[config.mk]
export PLATFORM = sky130hd
export DESIGN_NAME = radix_digit_converter
export DESIGN_NICKNAME = d
export VERILOG_FILES = /design/src/rtl/core/rdc_pkg.sv /design/src/rtl/core/rdc_divider.sv /design/src/rtl/core/rdc_digit_stack.sv /design/src/rtl/core/radix_digit_converter.sv
export SDC_FILE = /design/constraint.sdc
export NUM_CORES = 1
export LEC_CHECK = 0
export BUFFER_PORTS_ARGS = -buffer_cell sky130_fd_sc_hd__clkbuf_2
export CORE_UTILIZATION = 35
export CTS_CLUSTER_DIAMETER = 30
export CTS_CLUSTER_SIZE = 8
export DETAILED_ROUTE_END_ITERATION = 16
export GPL_ROUTABILITY_DRIVEN = 0
export PLACE_DENSITY_LB_ADDON = 0.12
export SYNTH_ARGS = -nofsm -noshare
export SYNTH_HDL_FRONTEND = slang
export SYNTH_SLANG_ARGS = --single-unit
[constraint.sdc]
create_clock -name clk -period 4.9 [get_ports clk]
set_input_delay 0 -clock clk [delete_from_list [all_inputs] [get_ports clk]]
set_output_delay 0 -clock clk [all_outputs]
set_load 0.01 [all_outputs]
[src/rtl/core/rdc_pkg.sv]
// ----------------------------------------------------------------------------
// rdc_pkg: shared types and constants for the radix digit converter
// Widths of the value path, digit stack sizing, divider status struct and sequencer states.
// ----------------------------------------------------------------------------
package rdc_pkg;

	// Width of the integer to convert
	localparam int VALUE_BITS  = 31;
	// Radix and digit width
	localparam int RADIX_W     = 8;
	// Digit stack holds one digit per value bit, plus one spare entry
	localparam int STACK_DEPTH = VALUE_BITS + 1;
	localparam int PTR_W       = $clog2(STACK_DEPTH);
	// Divider step counter, must hold VALUE_BITS itself
	localparam int DIV_CNT_W   = $clog2(VALUE_BITS + 1);

	// Status returned by the shared divider
	typedef struct packed {
		logic busy;
		logic done;
	} div_stat_t;

	// Sequencer states, one-hot
	typedef enum logic [4:0] {
		S_IDLE = 5'b00001,
		S_DIV  = 5'b00010,
		S_RD   = 5'b00100,
		S_OUT  = 5'b01000,
		S_ERR  = 5'b10000
	} state_t;

endpackage

[src/rtl/core/rdc_divider.sv]
// ----------------------------------------------------------------------------
// rdc_divider: iterative restoring divider
// Divides a VALUE_BITS dividend by an 8-bit divisor, one quotient bit per cycle.
// ----------------------------------------------------------------------------
module rdc_divider
	import rdc_pkg::*;
(
	input  logic                  clk,
	input  logic                  arst_n,
	input  logic                  start,
	input  logic [VALUE_BITS-1:0] dividend,
	input  logic [RADIX_W-1:0]    divisor,
	output div_stat_t             stat,
	output logic [VALUE_BITS-1:0] quotient,
	output logic [RADIX_W-1:0]    remainder
);

	logic [VALUE_BITS-1:0] quo_q;
	logic [RADIX_W-1:0]    rem_q;
	logic [RADIX_W-1:0]    dvs_q;
	logic [DIV_CNT_W-1:0]  cnt_q;
	logic                  busy_q;
	logic                  done_q;

	logic [RADIX_W:0]      trial;
	logic [RADIX_W:0]      diff;
	logic                  qbit;
	logic [RADIX_W-1:0]    rem_nxt;

	// One restoring step: shift in next dividend bit, trial subtract
	always_comb begin
		trial   = {rem_q, quo_q[VALUE_BITS-1]};
		diff    = trial - {1'b0, dvs_q};
		qbit    = (trial >= {1'b0, dvs_q});
		rem_nxt = qbit ? diff[RADIX_W-1:0] : trial[RADIX_W-1:0];
	end

	// Control
	always_ff @(posedge clk or negedge arst_n) begin
		if (!arst_n) begin
			busy_q <= 1'b0;
			done_q <= 1'b0;
			cnt_q  <= '0;
		end else begin
			done_q <= 1'b0;
			if (start) begin
				busy_q <= 1'b1;
				cnt_q  <= DIV_CNT_W'(VALUE_BITS);
			end else if (busy_q) begin
				cnt_q <= cnt_q - 1'b1;
				if (cnt_q == DIV_CNT_W'(1)) begin
					busy_q <= 1'b0;
					done_q <= 1'b1;
				end
			end
		end
	end

	// Datapath, no reset needed
	always_ff @(posedge clk) begin
		if (start) begin
			quo_q <= dividend;
			rem_q <= '0;
			dvs_q <= divisor;
		end else if (busy_q) begin
			quo_q <= {quo_q[VALUE_BITS-2:0], qbit};
			rem_q <= rem_nxt;
		end
	end

	assign stat.busy = busy_q;
	assign stat.done = done_q;
	assign quotient  = quo_q;
	assign remainder = rem_q;

endmodule

[src/rtl/core/rdc_digit_stack.sv]
// ----------------------------------------------------------------------------
// rdc_digit_stack: digit storage
// One write port and one registered read port; contents undefined until written.
// ----------------------------------------------------------------------------
module rdc_digit_stack
	import rdc_pkg::*;
(
	input  logic               clk,
	input  logic               we,
	input  logic [PTR_W-1:0]   waddr,
	input  logic [RADIX_W-1:0] wdata,
	input  logic               re,
	input  logic [PTR_W-1:0]   raddr,
	output logic [RADIX_W-1:0] rdata
);

	logic [RADIX_W-1:0] mem_q [STACK_DEPTH];
	logic [RADIX_W-1:0] rdata_q;

	// Write port
	always_ff @(posedge clk) begin
		if (we) begin
			mem_q[waddr] <= wdata;
		end
	end

	// Registered read, holds between reads
	always_ff @(posedge clk) begin
		if (re) begin
			rdata_q <= mem_q[raddr];
		end
	end

	assign rdata = rdata_q;

endmodule

[src/rtl/core/radix_digit_converter.sv]
// ----------------------------------------------------------------------------
// radix_digit_converter: integer to base-N digit conversion
// Emits the digits of value in base radix, most significant first.
// ----------------------------------------------------------------------------
// One request carries value and radix. The block divides repeatedly by the
// radix in a shared bit-serial divider, stacking the remainders, then pops
// them out one result per digit with last set on the final one. Zero gives a
// single zero digit; a radix below two gives one result with error and last
// set and digit zero. The block takes one request at a time and holds
// in_ready low until the final digit is accepted. The divider yields one
// quotient bit a cycle and its remainder is stacked when it reports done;
// each digit is then read from the stack and held on the output until accepted.
// ----------------------------------------------------------------------------
module radix_digit_converter
	import rdc_pkg::*;
(
	input  logic                  clk,
	input  logic                  arst_n,
	input  logic                  in_valid,
	output logic                  in_ready,
	input  logic [VALUE_BITS-1:0] value,
	input  logic [RADIX_W-1:0]    radix,
	output logic                  out_valid,
	input  logic                  out_ready,
	output logic [RADIX_W-1:0]    digit,
	output logic                  last,
	output logic                  error
);

	state_t                state_q;
	logic [PTR_W-1:0]      ptr_q;
	logic [RADIX_W-1:0]    radix_q;

	logic                  in_acc;
	logic                  out_acc;
	logic                  bad_radix;
	logic                  div_start;
	logic [VALUE_BITS-1:0] div_dividend;
	logic [RADIX_W-1:0]    div_divisor;
	div_stat_t             div_stat;
	logic [VALUE_BITS-1:0] div_quo;
	logic [RADIX_W-1:0]    div_rem;
	logic                  stk_we;
	logic                  stk_re;
	logic [RADIX_W-1:0]    stk_rdata;
	logic                  div_final;

	assign in_acc    = in_valid && in_ready;
	assign out_acc   = out_valid && out_ready;
	assign bad_radix = (radix[RADIX_W-1:1] == '0);

	// Conversion ends when the quotient is zero or the stack is full
	assign div_final = (div_quo == '0) || (ptr_q == PTR_W'(STACK_DEPTH - 1));

	// Divider start: first digit from the request, later ones from the quotient
	always_comb begin
		div_start    = 1'b0;
		div_dividend = div_quo;
		div_divisor  = radix_q;
		if (state_q == S_IDLE) begin
			div_start    = in_acc && !bad_radix;
			div_dividend = value;
			div_divisor  = radix;
		end else if (state_q == S_DIV) begin
			div_start = div_stat.done && !div_final;
		end
	end

	assign stk_we = (state_q == S_DIV) && div_stat.done;
	assign stk_re = (state_q == S_RD);

	// Sequencer
	always_ff @(posedge clk or negedge arst_n) begin
		if (!arst_n) begin
			state_q <= S_IDLE;
			ptr_q   <= '0;
			radix_q <= '0;
		end else begin
			unique case (state_q)
				S_IDLE: begin
					if (in_acc) begin
						radix_q <= radix;
						ptr_q   <= '0;
						state_q <= bad_radix ? S_ERR : S_DIV;
					end
				end
				S_DIV: begin
					if (div_stat.done) begin
						if (div_final) begin
							state_q <= S_RD;
						end else begin
							ptr_q <= ptr_q + 1'b1;
						end
					end
				end
				S_RD: begin
					state_q <= S_OUT;
				end
				S_OUT: begin
					if (out_ready) begin
						if (ptr_q == '0) begin
							state_q <= S_IDLE;
						end else begin
							ptr_q   <= ptr_q - 1'b1;
							state_q <= S_RD;
						end
					end
				end
				S_ERR: begin
					if (out_ready) begin
						state_q <= S_IDLE;
					end
				end
				default: state_q <= S_IDLE;
			endcase
		end
	end

	rdc_divider u_div (
		.clk       (clk),
		.arst_n    (arst_n),
		.start     (div_start),
		.dividend  (div_dividend),
		.divisor   (div_divisor),
		.stat      (div_stat),
		.quotient  (div_quo),
		.remainder (div_rem)
	);

	rdc_digit_stack u_stack (
		.clk   (clk),
		.we    (stk_we),
		.waddr (ptr_q),
		.wdata (div_rem),
		.re    (stk_re),
		.raddr (ptr_q),
		.rdata (stk_rdata)
	);

	// Result outputs, all from registers
	assign in_ready  = (state_q == S_IDLE);
	assign out_valid = (state_q == S_OUT) || (state_q == S_ERR);
	assign error     = (state_q == S_ERR);
	assign last      = (state_q == S_ERR) || (ptr_q == '0);
	assign digit     = (state_q == S_ERR) ? '0 : stk_rdata;

	// Never take a request while a result is pending
	a_no_overlap: assert property (@(posedge clk) disable iff (!arst_n)
		out_valid |-> !in_ready)
		else $error("request accepted while result pending");

	// Divider is only started when idle or just finished
	a_div_start: assert property (@(posedge clk) disable iff (!arst_n)
		div_start |-> !div_stat.busy)
		else $error("divider restarted while busy");

	// The final digit returns the block to idle
	a_last_idle: assert property (@(posedge clk) disable iff (!arst_n)
		(out_acc && last) |=> in_ready)
		else $error("not idle after final digit");

	// Stack is only written while converting
	a_stack_wr: assert property (@(posedge clk) disable iff (!arst_n)
		stk_we |-> (state_q == S_DIV) && !out_valid)
		else $error("stack write outside conversion");

endmodule

==> results of run 1 <==
[power groups by stage]
stage	Sequential [W]	Clock [W]	Combinational (W)
after floorplan	0.00410	0	0.00148
after global placement	0.00410	0	0.00222
after detailed placement	0.00410	0	0.00224
after CTS	0.00405	0.00533	0.00228
after global routing	0.00409	0.00550	0.00245
final	0.00404	0.00525	0.00222
[metrics by stage]
step | cells | area [µm²] | hold slack, ps
detailed placement | 1365 | 15100 | 77.2
global route | 1561 | 18200 | 69.6
floorplan | 809 | 14200 | -296
CTS | 1561 | 18200 | 12.5
finish | 1562 | 18200 | 10.4
global placement | 1365 | 15100 | 68.4
[final cells by class]
type	instances	area [µm²]	area share, %
flip-flops and latches	336	9890	54.3
multi-input cells	416	4050	22.2
clock buffers	114	2350	12.9
repair buffers	112	826	4.53
well taps	525	657	3.61
clock inverters	39	372	2.04
inverters	19	71.3	0.392
diodes	1	2.50	0.0137
[logic make-up after synthesis]
group                    count (synthesis)  synth area share (%)
AND/OR/NAND/NOR                        196                  6.70
AO/OA/AOI/OAI                           70                  3.48
buffers and inverters                   57                  1.81
adder cells (fa/ha/maj)                 15                  1.43
multiplexers                           128                  16.4
XOR/XNOR                                 7                 0.433
flip-flops                             336                  69.8
[critical path, cell delays in order, from the launching register on]
cell and delay (ps):
edfxtp_1 400, nor4_1 420, nand4_1 270, o21ai_0 590, o21ai_4 110, buf_4 330
o21ai_2 200, buf_4 390
[cells in the final DEF (no fill, tap or decap), types with 12 or more instances in the layout]
cell type	instances
buf_4	14
clkbuf_1	21
clkbuf_16	88
clkbuf_2	54
clkinv_1	12
clkinv_2	14
dfrtp_1	22
dlygate4sd3_1	43
edfxtp_1	303
ha_1	13
inv_1	19
mux2_2	49
mux4_2	78
nand2_1	50
nor2_1	61
o21ai_0	14
[final timing paths]
check / startpoint / endpoint / slack, ps
max: u_div.quotient[18] / u_div.quotient[8] / 1810
min: arst_n / state_q[4] / 10
max reg2reg: u_div.quotient[18] / u_div.quotient[8] / 1810
min reg2reg: radix_q[2] / radix_q[2] / 510
max in group asynchronous: arst_n / ptr_q[0] / 4390
min in group clk: radix[0] / radix_q[0] / 220
[repair_timing]
item | CTS | global route
hold endpoints to repair | 76 | 0
hold buffers | 43 | 0
endpoints found under the setup margin | 0 | 0
[registers in the layout, summed over array words and instances, names as in the netlist]
name	count
u_div.quotient	31
u_stack.mem_q	256
u_stack.rdata	8
radix_q	8
state_q	5
u_div.dvs_q	8
ptr_q	5
u_div.cnt_q	5
u_div.remainder	8
u_div.done_q	1
u_div.busy_q	1
[layer usage]
layer	vias to the layer above	wire, µm	GRT usage, %
met5	-	0	0
met4	0	709	6.50
met3	66	1250	3.53
met2	147	17000	28.4
met1	4103	15300	22.5
li1	3582	-	-
==> results.cfg, run 1 <==
[die]
io-pin-count = 55
core_area_um2 = 39800
fp.dieArea_um2 = 41300
dieHeight_um = 203
initial_utilization_pct = 35.6
die_x_um = 203
rows = 73

[clocking]
post_cts_resize_count = 0
cts_buffer_depth = 3
clk_latency_ps = 570
clkSlewWorstSetupHoldPaths_ps = 40
clock-sinks = 336
cts.htree.levels = 3
cts_tree = yes
cts_root_buffer = clkbuf_16
post_cts_buffers = 0
numCtsBuffers = 85

[synth]
synthArstFlopShare_pct = 7.44
yosysWarnings = 0
synthCells = 809
synth_area_um2 = 14200
yosysMostFrequentCell = edfxtp_1
synth_cell_types = 62
synth_edf_count = 303
synth_fp_nets = 867
synth_commonest_cells = edfxtp_1, mux4_2, nor2_1, nand2_1, mux2_2
yosysSeqAreaShare_pct = 69.8
post_synth.cell_area_avg_um2 = 17.5
ys_ff_latch = 336
yosys.area.top_type = edfxtp_1
synth_top_area_share_pct = 64.2
synthFlopType = edfxtp_1
ys_top_cells_by_area = edfxtp_1, mux4_2, dfrtp_1, mux2_2, nor2_1

[sta]
finalMaxSlewViolations = 0
report.final.setup_viol = 0
tightestPinTransition_ps = 986
clock_skew_ps = 9.18
finalHoldViolCount = 0
fmax_mhz = 323
rsz0062_at_grt = false
slew_headroom_pct = 34.0
setup_slack_ps = 1810
period_needed_ps = 3090
fin_tns_setup_ps = 0
period_share_pct = 63.1

[placement]
dp_hpwl_um = 20600
preCtsSetupSlack_ps = 1740
port_buffers = 54

[power_and_ir_drop]
vdd_drop_max_v = 0.000327
p_sw_w = 0.00308
powerDensity_nw_per_um2 = 632
p_int_w = 0.00842
p_clk_share_pct = 45.6
p_total_w = 0.0115
power_frac_seq_pct = 35.1
total_leakage_power_nw = 6.30
combPwrFrac_pct = 19.3
power.share.switching_pct = 26.8

[global_route]
gr-total-overflow = 0
grt_pass1_vias = 8552
grt_start_max_net_pins = 56
antenna_found_initial = 0
grt_first_pass_wirelength_um = 52500
track_usage_pct = 17.3

[critical_path]
crit_required_ps = 5120
worst_r2r_path_depth = 7
worstPathArrival_ps = 3310
crit_fanout = 55
worst-setup-path-type = flop to flop
cp-start-kind = flop
end_kind = flop

[drt]
vias = 7898
drt_first_pass_iters = 5
wl_per_cell_um = 22.0
drt_wl_total_um = 34300
ant_nets = 0
viasPerCell = 5.06
drt_iter0_markers = 514
post-route-drc-count = 0

[final_layout]
drive_above_1_share_pct = 31.9
fin_nets = 1028
utilization_pct = 45.7
area_growth_pct = 28.6
nFillCells = 3537

[status]
status = completed

[worst_hold_path]
hold_path_class = input pin to async pin

[run]
max_cap_violations = 0
Note: power is estimated with default switching activity, not from simulation.
==> inputs of run 2 (changes only) <==
Settings changed: ABC_AREA set to 1.
Clock period 4.9 ns to 2.55 ns, I/O delays scaled along.
==> run 2 against run 1 <==
  * Clock skew up 5.4 ps
  * Global-route usage up 0.26 points
  * Via count up 19%
  * Worst setup slack worse by 1500 ps
  * Utilization up 1.2 points
  * Critical path depth down 1
  * Non-clock buffer count up 50
  * Combinational power rose to 2.6 times the previous value
  * Area after synthesis down 0.21%
  * Highest routed layer unchanged
==> results.cfg, run 2 <==
[die]
core_area_um2 = 39800
dieHeight_um = 203
die_x_um = 203
io-pin-count = 55
fp.dieArea_um2 = 41200
initial_utilization_pct = 35.5
rows = 73

[global_route]
grt_first_pass_wirelength_um = 54400
grt_pass1_vias = 9537
track_usage_pct = 17.5
grt_start_max_net_pins = 46
gr-total-overflow = 0
antenna_found_initial = 0

[drt]
viasPerCell = 4.74
drt_iter0_markers = 478
drt_wl_total_um = 35100
top_layer_used = met4
ant_nets = 0
dr_wl_met3_um = 1210
drt_first_pass_iters = 5
wl_per_cell_um = 17.8
post-route-drc-count = 0
wl_met2_um = 16500
vias = 9375
wl_met1_um = 16600

[critical_path]
r2r-start = ptr_q[3]
reg2reg_to = u_div.quotient[4]
crit_fanout = 16
crit_required_ps = 2550
worst_r2r_path_depth = 7
worstPathArrival_ps = 2260
cp-start-kind = flop
rrSetupSlack_ps = 320
worst-setup-path-type = flop to output port
end_kind = output port

[placement]
preCtsSetupSlack_ps = 340
port_buffers = 54
dp_hpwl_um = 21500
post-place-cells = 1787

[clocking]
numCtsBuffers = 81
cts.htree.levels = 3
post_cts_buffers = 0
cts_root_buffer = clkbuf_16
clock-sinks = 336
cts_tree = yes
clkSlewWorstSetupHoldPaths_ps = 40
clk_latency_ps = 590
cts_buffer_depth = 3

[synth]
post_synth.cell_area_avg_um2 = 11.9
yosysSeqAreaShare_pct = 69.9
yosysMostFrequentCell = nand2_1
synth_cell_types = 38
synthArstFlopShare_pct = 7.44
synthCells = 1187
ys_ff_latch = 336
synth_edf_count = 303
synth_fp_nets = 1245
synth_commonest_cells = nand2_1, edfxtp_1, a22oi_1, inv_1, nor2_1
yosysWarnings = 0
ys_top_cells_by_area = edfxtp_1, nand2_1, a22oi_1, dfrtp_1, inv_1
synth_top_area_share_pct = 64.4
yosys.area.top_type = edfxtp_1
synth_area_um2 = 14100
synthFlopType = edfxtp_1

[power_and_ir_drop]
vdd_drop_max_v = 0.000744
p_total_w = 0.0241
powerDensity_nw_per_um2 = 1290
total_leakage_power_nw = 7.43

[sta]
period_share_pct = 88.8
rsz0062_at_grt = false
period_needed_ps = 2260
fin_tns_setup_ps = 0
report.final.setup_viol = 0
setup_slack_ps = 286
tightestPinTransition_ps = 704
finalHoldViolCount = 0
fmax_mhz = 442
finalMaxSlewViolations = 0
clock_skew_ps = 14.6
slew_headroom_pct = 53.1

[final_layout]
regMostFlops = u_stack.mem_q
final_common_cell = nand2_1
drive_above_1_share_pct = 18.7
utilization_pct = 46.9
fin_nets = 1446
layoutNonFillerInstCount = 1977
diodes = 0
largest_reg_flops = 256
area_growth_pct = 32.1
most-common-layout-cells = nand2_1, edfxtp_1, a22oi_1

[status]
status = completed

[worst_hold_path]
hold_path_class = input pin to async pin

[run]
max_cap_violations = 0
run 2: cell count changes after synthesis, moves of 11 or more:
cell      change
nand2b_1     -11
nand3_1      +21
inv_1        +79
o21ai_0      +18
buf_2        +19
a22oi_1     +127
o21ai_1      +17
mux2_2       -49
nand2_1     +290
mux4_2       -78
nor2_1       +15
run 2: how the worst max path moves through the flow:
| stage | start | end | slack [ps] | depth (start not counted) |
|---|---|---|---|---|
| global route | state_q[1] | ptr_q[4] | 110 | 11 |
| global placement | state_q[1] | ptr_q[4] | 380 | 11 |
| finish | ptr_q[1] | last | 290 | 6 |
| floorplan | state_q[0] | u_div.quotient[0] | 320 | 7 |
| CTS | ptr_q[1] | last | 230 | 6 |
| detailed placement | ptr_q[3] | u_div.quotient[4] | 340 | 7 |
run 2: layout make-up:
type / instances / area (µm²)
clock inverter: 53 / 762
multi-input combinational: 705 / 3650
clock buffer: 94 / 2080
tap: 525 / 657
inverter: 102 / 383
sequential: 336 / 9890
timing repair buffer: 162 / 1260
fill: 3684 / 21100
run 2: metal layers:
metal,global-route usage (%),up-vias
met3,3.37,59
met1,23.8,4507
met2,27.9,186
met4,6.42,0
li1,-,4623
met5,0,-
run 2: where the power goes:
| part | switching [W] | internal [W] |
|---|---|---|
| Sequential | 0.000308 | 0.00742 |
| Clock | 0.00318 | 0.00744 |
| Combinational | 0.00395 | 0.00177 |
| Total | 0.00743 | 0.0166 |
run 2: stage by stage:
stage	hold WS (ps)	cell area, µm²
3_5_place_dp	96.2	15400
4_1_cts	23.3	18700
3_3_place_gp	101	15400
2_1_floorplan	-296	14100
5_1_grt	46.5	18700
6_report	0.948	18700
run 2: critical path, cell delays in order (launching register included):
cell and delay (ps):
dfrtp_1 480, nor2_4 440, inv_2 250, nor2_1 190
inv_1 80, nand2_1 90, clkbuf_2 140
run 2: repair_timing:
action	4_1_cts	5_1_grt
hold buffers	43	0
gates resized for setup	0	0
endpoints found under the setup margin	0	0
endpoints found under the hold margin	77	0
run 2: cells by family (layout without fill, tap and decap cells):
group	count (synthesis)	in the layout	synth area share (%)
compound gates	196	196	9.28
xor+xnor	8	8	0.496
simple gates	486	486	14.5
fa+ha+maj	15	15	1.43
flops	336	336	69.9
buf+inv	146	411	4.38
